**config.mk**
```make
export PLATFORM = sky130hd
export DESIGN_NAME = perturbed_probe_hash_table
export DESIGN_NICKNAME = d
export VERILOG_FILES = /design/src/hdl/ppht_pkg.sv /design/src/hdl/ppht_ram.sv /design/src/hdl/ppht_ctrl.sv /design/src/hdl/ppht_datapath.sv /design/src/hdl/perturbed_probe_hash_table.sv
export SDC_FILE = /design/constraint.sdc
export NUM_CORES = 2
export LEC_CHECK = 0
export ABC_AREA = 1
export BUFFER_PORTS_ARGS = -buffer_cell sky130_fd_sc_hd__buf_2
export CAP_MARGIN = 15
export CELL_PAD_IN_SITES_DETAIL_PLACEMENT = 0
export CELL_PAD_IN_SITES_GLOBAL_PLACEMENT = 1
export CORE_AREA = 5 5 374 743
export DETAILED_ROUTE_END_ITERATION = 10
export DIE_AREA = 0 0 379 748
export PLACE_DENSITY_LB_ADDON = 0.1
export SYNTH_ARGS = -nofsm -noshare
export SYNTH_HDL_FRONTEND = slang
export SYNTH_HIERARCHICAL = 1
export SYNTH_SLANG_ARGS = --single-unit
```
**constraint.sdc**
```tcl
create_clock -name clk -period 17.3 [get_ports clk]
set_clock_uncertainty 0.15 [all_clocks]
set_input_delay 3.46 -clock clk [delete_from_list [all_inputs] [get_ports clk]]
set_output_delay 3.46 -clock clk [all_outputs]
set_load 0.02 [all_outputs]
```
**src/hdl/ppht_pkg.sv**
```systemverilog
// Package: sizes, codes and control/status types for the perturbed probe hash table.
package ppht_pkg;

	localparam int INDEX_SLOTS = 32;
	localparam int SLOT_BITS   = $clog2(INDEX_SLOTS);
	localparam int USABLE      = (INDEX_SLOTS * 2) / 3;
	localparam int ENTRY_BITS  = $clog2(USABLE);
	localparam int COUNT_BITS  = 5;
	localparam int IDX_BITS    = 6;
	localparam int KEY_BITS    = 64;
	localparam int HASH_BITS   = 32;
	localparam int VALUE_BITS  = 32;
	localparam int PROBE_SHIFT = 5;
	localparam int ENTRY_WIDTH = KEY_BITS + HASH_BITS + VALUE_BITS;

	// Index slot codes: entry numbers sit below these
	localparam logic [IDX_BITS-1:0] SLOT_EMPTY = {IDX_BITS{1'b1}};
	localparam logic [IDX_BITS-1:0] SLOT_TOMB  = {{(IDX_BITS-1){1'b1}}, 1'b0};

	typedef enum logic [1:0] {
		MODE_LOOKUP = 2'd0,
		MODE_INSERT = 2'd1,
		MODE_REMOVE = 2'd2,
		MODE_UNUSED = 2'd3
	} mode_t;

	typedef enum logic [1:0] {
		ST_DONE     = 2'd0,
		ST_NOTFOUND = 2'd1,
		ST_FULL     = 2'd2,
		ST_RSVD     = 2'd3
	} status_t;

	typedef enum logic [1:0] {
		KIND_EMPTY,
		KIND_TOMB,
		KIND_ENTRY,
		KIND_OTHER
	} slot_kind_t;

	typedef enum logic [1:0] {
		S_IDLE,
		S_PROBE,
		S_COMPARE,
		S_FINISH
	} state_t;

	typedef struct packed {
		logic load;
		logic note_tomb;
		logic end_empty;
		logic read_entry;
		logic mark_hit;
		logic advance;
		logic commit;
	} cmd_t;

	typedef struct packed {
		slot_kind_t kind;
		logic       match;
		logic       last;
		logic       unused_mode;
	} stat_t;

endpackage

```
**src/hdl/ppht_ram.sv**
```systemverilog
// Generic single-port-write, registered-read RAM.
module ppht_ram #(
	parameter int WIDTH = 8,
	parameter int DEPTH = 16
) (
	input  logic                     clk,
	input  logic                     we,
	input  logic [$clog2(DEPTH)-1:0] waddr,
	input  logic [WIDTH-1:0]         wdata,
	input  logic                     re,
	input  logic [$clog2(DEPTH)-1:0] raddr,
	output logic [WIDTH-1:0]         rdata
);

	logic [WIDTH-1:0] mem_q [DEPTH];

	// Write port
	always_ff @(posedge clk) begin
		if (we) begin
			mem_q[waddr] <= wdata;
		end
	end

	// Registered read port
	always_ff @(posedge clk) begin
		if (re) begin
			rdata <= mem_q[raddr];
		end
	end

endmodule

```
**src/hdl/ppht_ctrl.sv**
```systemverilog
// Controller state machine: sequences probes, compares and the final commit.
module ppht_ctrl (
	input  logic           clk,
	input  logic           arst_n,
	input  logic           start,
	output logic           busy,
	input  ppht_pkg::stat_t stat,
	output ppht_pkg::cmd_t  cmd
);

	ppht_pkg::state_t state_q, state_n;

	// State register
	always_ff @(posedge clk or negedge arst_n) begin
		if (!arst_n) begin
			state_q <= ppht_pkg::S_IDLE;
		end else begin
			state_q <= state_n;
		end
	end

	// Next state
	always_comb begin
		state_n = state_q;
		unique case (state_q)
			ppht_pkg::S_IDLE: begin
				if (start) state_n = ppht_pkg::S_PROBE;
			end
			ppht_pkg::S_PROBE: begin
				if (stat.unused_mode) begin
					state_n = ppht_pkg::S_FINISH;
				end else begin
					unique case (stat.kind)
						ppht_pkg::KIND_EMPTY: state_n = ppht_pkg::S_FINISH;
						ppht_pkg::KIND_ENTRY: state_n = ppht_pkg::S_COMPARE;
						default: begin
							if (stat.last) state_n = ppht_pkg::S_FINISH;
						end
					endcase
				end
			end
			ppht_pkg::S_COMPARE: begin
				if (stat.match || stat.last) state_n = ppht_pkg::S_FINISH;
				else state_n = ppht_pkg::S_PROBE;
			end
			ppht_pkg::S_FINISH: state_n = ppht_pkg::S_IDLE;
			default: state_n = ppht_pkg::S_IDLE;
		endcase
	end

	// Commands to the datapath
	always_comb begin
		cmd  = '0;
		busy = (state_q != ppht_pkg::S_IDLE);
		unique case (state_q)
			ppht_pkg::S_IDLE: begin
				cmd.load = start;
			end
			ppht_pkg::S_PROBE: begin
				if (!stat.unused_mode) begin
					unique case (stat.kind)
						ppht_pkg::KIND_EMPTY: cmd.end_empty = 1'b1;
						ppht_pkg::KIND_ENTRY: cmd.read_entry = 1'b1;
						ppht_pkg::KIND_TOMB: begin
							cmd.note_tomb = 1'b1;
							cmd.advance   = !stat.last;
						end
						default: cmd.advance = !stat.last;
					endcase
				end
			end
			ppht_pkg::S_COMPARE: begin
				cmd.mark_hit = stat.match;
				cmd.advance  = !stat.match && !stat.last;
			end
			ppht_pkg::S_FINISH: begin
				cmd.commit = 1'b1;
			end
			default: cmd = '0;
		endcase
	end

endmodule

```
**src/hdl/ppht_datapath.sv**
```systemverilog
// Datapath: request registers, index array, probe arithmetic, entry RAM and results.
module ppht_datapath (
	input  logic                                clk,
	input  logic                                arst_n,
	input  ppht_pkg::cmd_t                      cmd,
	output ppht_pkg::stat_t                     stat,
	input  logic [1:0]                          mode,
	input  logic [ppht_pkg::KEY_BITS-1:0]       key,
	input  logic [ppht_pkg::HASH_BITS-1:0]      key_hash,
	input  logic [ppht_pkg::VALUE_BITS-1:0]     insert_value,
	output logic                                done,
	output logic [1:0]                          status,
	output logic [ppht_pkg::VALUE_BITS-1:0]     found_value,
	output logic [ppht_pkg::COUNT_BITS-1:0]     live_count
);

	// Request registers
	ppht_pkg::mode_t                       mode_q;
	logic [ppht_pkg::KEY_BITS-1:0]         key_q;
	logic [ppht_pkg::HASH_BITS-1:0]        hash_q;
	logic [ppht_pkg::VALUE_BITS-1:0]       value_q;

	// Probe state
	logic [ppht_pkg::SLOT_BITS-1:0]        slot_q;
	logic [ppht_pkg::HASH_BITS-1:0]        pert_q;
	logic [ppht_pkg::SLOT_BITS-1:0]        cnt_q;
	logic [ppht_pkg::SLOT_BITS-1:0]        tomb_q;
	logic                                  tomb_ok_q;
	logic                                  hit_q;
	logic                                  end_empty_q;
	logic [ppht_pkg::ENTRY_BITS-1:0]       entry_q;
	logic [ppht_pkg::VALUE_BITS-1:0]       hit_value_q;

	// Table state
	logic [ppht_pkg::IDX_BITS-1:0]         index_q [ppht_pkg::INDEX_SLOTS];
	logic [ppht_pkg::COUNT_BITS-1:0]       used_q;
	logic [ppht_pkg::COUNT_BITS-1:0]       removed_q;

	// Result registers
	logic                                  done_q;
	ppht_pkg::status_t                     status_q;
	logic [ppht_pkg::VALUE_BITS-1:0]       found_q;
	logic [ppht_pkg::COUNT_BITS-1:0]       live_q;

	logic [ppht_pkg::IDX_BITS-1:0]         idx_cur;
	ppht_pkg::slot_kind_t                  kind_cur;
	logic [ppht_pkg::HASH_BITS-1:0]        pert_n;
	logic [ppht_pkg::SLOT_BITS-1:0]        slot_n;
	logic [ppht_pkg::ENTRY_WIDTH-1:0]      rdata;
	logic [ppht_pkg::KEY_BITS-1:0]         rd_key;
	logic [ppht_pkg::HASH_BITS-1:0]        rd_hash;
	logic [ppht_pkg::VALUE_BITS-1:0]       rd_value;

	logic [ppht_pkg::SLOT_BITS-1:0]        where;
	logic                                  where_ok;
	logic                                  ram_we;
	logic [ppht_pkg::ENTRY_BITS-1:0]       ram_waddr;
	logic                                  idx_we;
	logic [ppht_pkg::SLOT_BITS-1:0]        idx_waddr;
	logic [ppht_pkg::IDX_BITS-1:0]         idx_wdata;
	logic [ppht_pkg::COUNT_BITS-1:0]       used_n;
	logic [ppht_pkg::COUNT_BITS-1:0]       removed_n;
	ppht_pkg::status_t                     status_n;
	logic [ppht_pkg::VALUE_BITS-1:0]       found_n;

	// Classify the slot under the probe
	assign idx_cur = index_q[slot_q];
	always_comb begin
		if (idx_cur == ppht_pkg::SLOT_EMPTY) begin
			kind_cur = ppht_pkg::KIND_EMPTY;
		end else if (idx_cur == ppht_pkg::SLOT_TOMB) begin
			kind_cur = ppht_pkg::KIND_TOMB;
		end else if (!idx_cur[ppht_pkg::IDX_BITS-1] &&
			(32'(idx_cur) < 32'(ppht_pkg::USABLE))) begin
			kind_cur = ppht_pkg::KIND_ENTRY;
		end else begin
			kind_cur = ppht_pkg::KIND_OTHER;
		end
	end
	assign stat.kind = kind_cur;

	// Compare the fetched entry against the request
	assign rd_key   = rdata[ppht_pkg::ENTRY_WIDTH-1 -: ppht_pkg::KEY_BITS];
	assign rd_hash  = rdata[ppht_pkg::VALUE_BITS +: ppht_pkg::HASH_BITS];
	assign rd_value = rdata[ppht_pkg::VALUE_BITS-1:0];
	assign stat.match       = (rd_key == key_q) && (rd_hash == hash_q);
	assign stat.last        = (cnt_q == ppht_pkg::SLOT_BITS'(ppht_pkg::INDEX_SLOTS - 1));
	assign stat.unused_mode = (mode_q == ppht_pkg::MODE_UNUSED);

	// Next probe slot: 5 * slot + (perturb >> shift) + 1, wrapped to the index
	assign pert_n = pert_q >> ppht_pkg::PROBE_SHIFT;
	assign slot_n = slot_q + {slot_q[ppht_pkg::SLOT_BITS-3:0], 2'b00} +
		pert_n[ppht_pkg::SLOT_BITS-1:0] + ppht_pkg::SLOT_BITS'(1);

	// Hold request and probe registers
	always_ff @(posedge clk) begin
		if (cmd.load) begin
			mode_q  <= ppht_pkg::mode_t'(mode);
			key_q   <= key;
			hash_q  <= key_hash;
			value_q <= insert_value;
			slot_q  <= key_hash[ppht_pkg::SLOT_BITS-1:0];
			pert_q  <= key_hash;
			cnt_q   <= '0;
		end else if (cmd.advance) begin
			slot_q <= slot_n;
			pert_q <= pert_n;
			cnt_q  <= cnt_q + ppht_pkg::SLOT_BITS'(1);
		end
		if (cmd.note_tomb && !tomb_ok_q) begin
			tomb_q <= slot_q;
		end
		if (cmd.read_entry) begin
			entry_q <= idx_cur[ppht_pkg::ENTRY_BITS-1:0];
		end
		if (cmd.mark_hit) begin
			hit_value_q <= rd_value;
		end
	end

	// Probe outcome flags
	always_ff @(posedge clk or negedge arst_n) begin
		if (!arst_n) begin
			tomb_ok_q   <= 1'b0;
			hit_q       <= 1'b0;
			end_empty_q <= 1'b0;
		end else if (cmd.load) begin
			tomb_ok_q   <= 1'b0;
			hit_q       <= 1'b0;
			end_empty_q <= 1'b0;
		end else begin
			if (cmd.note_tomb) tomb_ok_q <= 1'b1;
			if (cmd.mark_hit) hit_q <= 1'b1;
			if (cmd.end_empty) end_empty_q <= 1'b1;
		end
	end

	// Pick the placement slot for an absent key
	always_comb begin
		if (end_empty_q && !tomb_ok_q) begin
			where    = slot_q;
			where_ok = 1'b1;
		end else begin
			where    = tomb_q;
			where_ok = tomb_ok_q;
		end
	end

	// Decide the commit: writes, counters and the result
	always_comb begin
		ram_we    = 1'b0;
		ram_waddr = entry_q;
		idx_we    = 1'b0;
		idx_waddr = slot_q;
		idx_wdata = ppht_pkg::SLOT_TOMB;
		used_n    = used_q;
		removed_n = removed_q;
		status_n  = ppht_pkg::ST_DONE;
		found_n   = '0;
		unique case (mode_q)
			ppht_pkg::MODE_LOOKUP: begin
				if (hit_q) found_n = hit_value_q;
				else status_n = ppht_pkg::ST_NOTFOUND;
			end
			ppht_pkg::MODE_INSERT: begin
				if (hit_q) begin
					ram_we = 1'b1;
				end else if (!where_ok ||
					(32'(used_q) >= 32'(ppht_pkg::USABLE))) begin
					status_n = ppht_pkg::ST_FULL;
				end else begin
					ram_we    = 1'b1;
					ram_waddr = used_q[ppht_pkg::ENTRY_BITS-1:0];
					idx_we    = 1'b1;
					idx_waddr = where;
					idx_wdata = ppht_pkg::IDX_BITS'(used_q);
					used_n    = used_q + ppht_pkg::COUNT_BITS'(1);
				end
			end
			ppht_pkg::MODE_REMOVE: begin
				if (hit_q) begin
					idx_we    = 1'b1;
					removed_n = removed_q + ppht_pkg::COUNT_BITS'(1);
				end
			end
			ppht_pkg::MODE_UNUSED: begin
				status_n = ppht_pkg::ST_DONE;
			end
			default: status_n = ppht_pkg::ST_DONE;
		endcase
		if (!cmd.commit) begin
			ram_we = 1'b0;
			idx_we = 1'b0;
		end
	end

	// Index array and counters
	always_ff @(posedge clk or negedge arst_n) begin
		if (!arst_n) begin
			for (int i = 0; i < ppht_pkg::INDEX_SLOTS; i++) begin
				index_q[i] <= ppht_pkg::SLOT_EMPTY;
			end
			used_q    <= '0;
			removed_q <= '0;
		end else if (cmd.commit) begin
			if (idx_we) index_q[idx_waddr] <= idx_wdata;
			used_q    <= used_n;
			removed_q <= removed_n;
		end
	end

	// Result registers: one-cycle strobe after commit
	always_ff @(posedge clk or negedge arst_n) begin
		if (!arst_n) begin
			done_q <= 1'b0;
		end else begin
			done_q <= cmd.commit;
		end
	end

	always_ff @(posedge clk) begin
		if (cmd.commit) begin
			status_q <= status_n;
			found_q  <= found_n;
			live_q   <= used_n - removed_n;
		end
	end

	// Entry storage: key, hash and value per appended entry
	ppht_ram #(
		.WIDTH(ppht_pkg::ENTRY_WIDTH),
		.DEPTH(ppht_pkg::USABLE)
	) u_entries (
		.clk  (clk),
		.we   (ram_we),
		.waddr(ram_waddr),
		.wdata({key_q, hash_q, value_q}),
		.re   (cmd.read_entry),
		.raddr(idx_cur[ppht_pkg::ENTRY_BITS-1:0]),
		.rdata(rdata)
	);

	assign done        = done_q;
	assign status      = status_q;
	assign found_value = found_q;
	assign live_count  = live_q;

endmodule

```
**src/hdl/perturbed_probe_hash_table.sv**
```systemverilog
// Top level: compact open-addressing hash table with perturbed probing.
//
// Usage:
//   Requests enter on start/busy: a transfer happens at a rising edge with
//   start high and busy low; mode, key, key_hash and insert_value are sampled
//   then. Each request yields exactly one result: done is high for one
//   cycle with status, found_value and live_count valid in that cycle.
//   The receiver cannot stall, so results are never held back.
//   Sequence: after the transfer, a probe of an empty or tombstone slot uses
//   the probe state alone, and a probe of an occupied slot uses the probe
//   state (index read) and then the compare state (registered entry RAM read
//   and key compare); then come the commit state and the done cycle. busy is
//   already low in the done cycle, so the next request can transfer at the
//   edge that ends it. An unused mode passes through the probe state without
//   probing. The registered entry RAM read port is why an occupied slot needs
//   the compare state.
//   Reset empties every index slot and clears both entry counters at once;
//   the entry RAM is not cleared, as only appended entries are ever read.
module perturbed_probe_hash_table (
	input  logic                                clk,
	input  logic                                arst_n,
	input  logic                                start,
	output logic                                busy,
	input  logic [1:0]                          mode,
	input  logic [ppht_pkg::KEY_BITS-1:0]       key,
	input  logic [ppht_pkg::HASH_BITS-1:0]      key_hash,
	input  logic [ppht_pkg::VALUE_BITS-1:0]     insert_value,
	output logic                                done,
	output logic [1:0]                          status,
	output logic [ppht_pkg::VALUE_BITS-1:0]     found_value,
	output logic [ppht_pkg::COUNT_BITS-1:0]     live_count
);

	ppht_pkg::cmd_t  cmd;
	ppht_pkg::stat_t stat;

	// Sequencer
	ppht_ctrl u_ctrl (
		.clk   (clk),
		.arst_n(arst_n),
		.start (start),
		.busy  (busy),
		.stat  (stat),
		.cmd   (cmd)
	);

	// Storage and arithmetic
	ppht_datapath u_datapath (
		.clk         (clk),
		.arst_n      (arst_n),
		.cmd         (cmd),
		.stat        (stat),
		.mode        (mode),
		.key         (key),
		.key_hash    (key_hash),
		.insert_value(insert_value),
		.done        (done),
		.status      (status),
		.found_value (found_value),
		.live_count  (live_count)
	);

endmodule

```
==> reports/qor.yml <==
r2r_slack_ns: 10.05
tightestPinTransition_ns: 1.28
grtUsageTotal_pct: 28.1
std_cell_rows: 271
die_h_um: 748
synth_area_um2: 138000
async_flop_share_pct: 6.36
clock.fmax_mhz: 138
finalHoldViolCount: 0
fp.dieW_um: 379
clkTransAtPathRegs_ns: 0.06
p_clk_share_pct: 22.8
crit_start: "u_datapath/slot_q[1]$_DFFE_PP_"
avgSynthCellArea_um2: 10.8
holdBufCountCts: 0
synth.most_common_cell: "nand2_1"
core_area_um2: 272000
p_leak_nw: 61.2
startpoint_type: "flop"
io_pins: 174
synthTopCellsByArea: "edfxtp_1 67%, nand2_1 11%, nand3_1 6.2%"
dr_wl_met3_um: 22200
finalPower_w: 0.0293
clock_latency_ns: 0.89
dp_hpwl_um: 199000
vdd_drop_max_uv: 282
cts_root_buf: "clkbuf_16"
seqPwrFrac_pct: 34.1
gp_congestion: 0.851
p_per_area_nw_per_um2: 193
m1WireLength_um: 157000
max_slew_margin_pct: 14.4
grt_max_degree: 220
place_area_um2: 142000
post-route-period-util_pct: 41.9
grt_first_pass_wirelength_um: 594000
required_ns: 17.89
htree_levels: 5
synthFlopType: "edfxtp_1"
postLayoutCoreUtil_pct: 55.7
cts_setup_buffers: 0
port-buffer-count: 173
rsz0062_at_grt: "false"
p_comb_share_pct: 43.1
synth_fp_nets: 12900
drive_above_1_share_pct: 8.09
ys_types: 48
design_area_um2: 151000
internal_power_w: 0.0167
drtPass1Iterations: 6
slew_viol_final: 0
min_period_ns: 7.25
crit_fanout: 134
drc: 0
cts_buffers: 299
top_layer: "met5"
critPathArrivalTime_ns: 7.85
cts_tree: "done"
synth_edf_count: 3059
cts_max_path_buffers: 4
min_from: "u_datapath/u_entries/rdata[13]$_DFFE_PP_"
die-area_um2: 283000
ant_nets: 0
finalNetCount: 12900
maxCapViolCount: 0
post_cts_resized: 0
synthCells: 12700
synth_top_area_share_pct: 66.7
antenna_found_initial: 10
synth_seq_cells: 3272
synth_top_area_cell: "edfxtp_1"
critPathKind: "flop to flop"
yosys_warnings: 6
finalWirelength_um: 403000
layout-area-overhead-vs-synth_pct: 9.93
grt_overflow: 0
yosysSeqAreaShare_pct: 70.7
cts_sinks: 3272
vias: 92000
cp-end-kind: "flop"
p_sw_share_pct: 43.0
worstReg2RegStart: "u_datapath/slot_q[1]$_DFFE_PP_"
status: "completed"
route.met2.wl_um: 208000
start_util_pct: 50.6
dr.first_iter.drc_count: 7812
finalSetupViolCount: 0
setup_tns_ns: 0
wire_per_inst_um: 24.4
power_switching_w: 0.0126
worstHoldPathType: "flop to flop"
viasPerCell: 5.58
synthTopCellsByCount: "4130 x nand2_1, 3059 x edfxtp_1, 1713 x nand3_1"
grt_pass1_vias: 92000
[state kept, by name, indices dropped and copies added (netlist names), 27 cells and up]
register,cells
u_datapath/hash_q,32
u_datapath/key_q,64
u_datapath/index_q,192
u_datapath/pert_q,27
u_datapath/found_value,32
u_datapath/hit_value_q,32
u_datapath/u_entries/mem_q,2688
u_datapath/value_q,32
u_datapath/u_entries/rdata,128
[final timing paths]
path / endpoint / cells after the start
max in group asynchronous: u_datapath/index_q[129]$_DFFE_PN1P_ / 2
setup reg to reg: u_datapath/u_entries/rdata[89]$_DFFE_PP_ / 19
hold / removal: u_datapath/hit_value_q[13]$_DFFE_PP_ / 0
hold reg to reg: u_datapath/hit_value_q[13]$_DFFE_PP_ / 0
min in group asynchronous: u_datapath/done$_DFF_PN0_ / 1
setup / recovery: u_datapath/u_entries/rdata[89]$_DFFE_PP_ / 19
[through the flow]
stage | setup slack (ns) | cells | hold WS [ns]
after floorplan | 1.53 | 12700 | 0.250
after global placement | 10.17 | 15900 | 0.254
after detailed placement | 10.09 | 16000 | 0.255
after CTS | 10.08 | 16500 | 0.269
after global routing | 9.65 | 16500 | 0.274
final | 10.05 | 16500 | 0.269
[worst max-delay path, cell delays in order (launching register included)]
cell and delay, ns:
edfxtp_1 0.56, inv_1 0.86, buf_4 0.47, nand3_1 0.13
nand3_1 0.12, nand2_1 0.05, nand2_1 0.05, nand3_1 0.09
nand2_1 0.29, inv_8 0.24, inv_8 0.80, buf_4 0.74
buf_4 0.79, buf_4 0.85, o21ai_0 0.21, o22ai_1 0.17
nand2_1 0.09, nand2_1 0.10, nand2_1 0.05, nand2_1 0.10
[logic make-up after synthesis]
kind of cell	count (synthesis)	synth area share (%)
compound gates	599	2.32
xor+xnor	87	0.553
fa+ha+maj	29	0.285
buf+inv	2341	6.73
flops	3272	70.7
simple gates	6412	19.4
[cell usage in the layout (no fill, tap or decap), types with 47 or more instances in the layout]
| master | synthesis | final |
|---|---|---|
| o22ai_1 | 128 | 128 |
| buf_2 | 318 | 172 |
| buf_4 | 10 | 128 |
| o21ai_1 | 59 | 59 |
| clkbuf_1 | 259 | 47 |
| nand3_1 | 1713 | 1711 |
| dfstp_2 | 192 | 192 |
| nor2_1 | 435 | 415 |
| clkbuf_16 | 0 | 308 |
| xnor2_1 | 62 | 62 |
| edfxtp_1 | 3059 | 3059 |
| nand4_1 | 48 | 48 |
| clkinv_1 | 6 | 64 |
| o21ai_0 | 394 | 394 |
| inv_1 | 1656 | 1648 |
| nand2_1 | 4130 | 4129 |
[power by group through the flow]
stage | Combinational [W] | Sequential [W] | Clock, W
2_1_floorplan | 0.00871 | 0.0100 | 0
3_3_place_gp | 0.0125 | 0.0101 | 0
3_5_place_dp | 0.0126 | 0.0102 | 0
4_1_cts | 0.0126 | 0.0100 | 0.00681
5_1_grt | 0.0139 | 0.0100 | 0.00712
6_report | 0.0126 | 0.00999 | 0.00668
[routing by layer]
layer | global-route usage, % | vias up
met3 | 2.87 | 763
met4 | 10.0 | 2
li1 | - | 41900
met5 | 0 | -
met2 | 50.5 | 3110
met1 | 35.3 | 46300
[cell type report]
cell class / count / area [um^2]
Timing Repair Buffer: 328 / 2380
Clock buffer: 357 / 7910
Multi-Input combinational cell: 7127 / 31200
Sequential cell: 3272 / 97400
Tap cell: 3549 / 4440
Fill cell: 23200 / 121000
Inverter: 1676 / 6370
Clock inverter: 162 / 1640
Antenna cell: 3 / 7.51
Power figures use the tool's default switching activity.
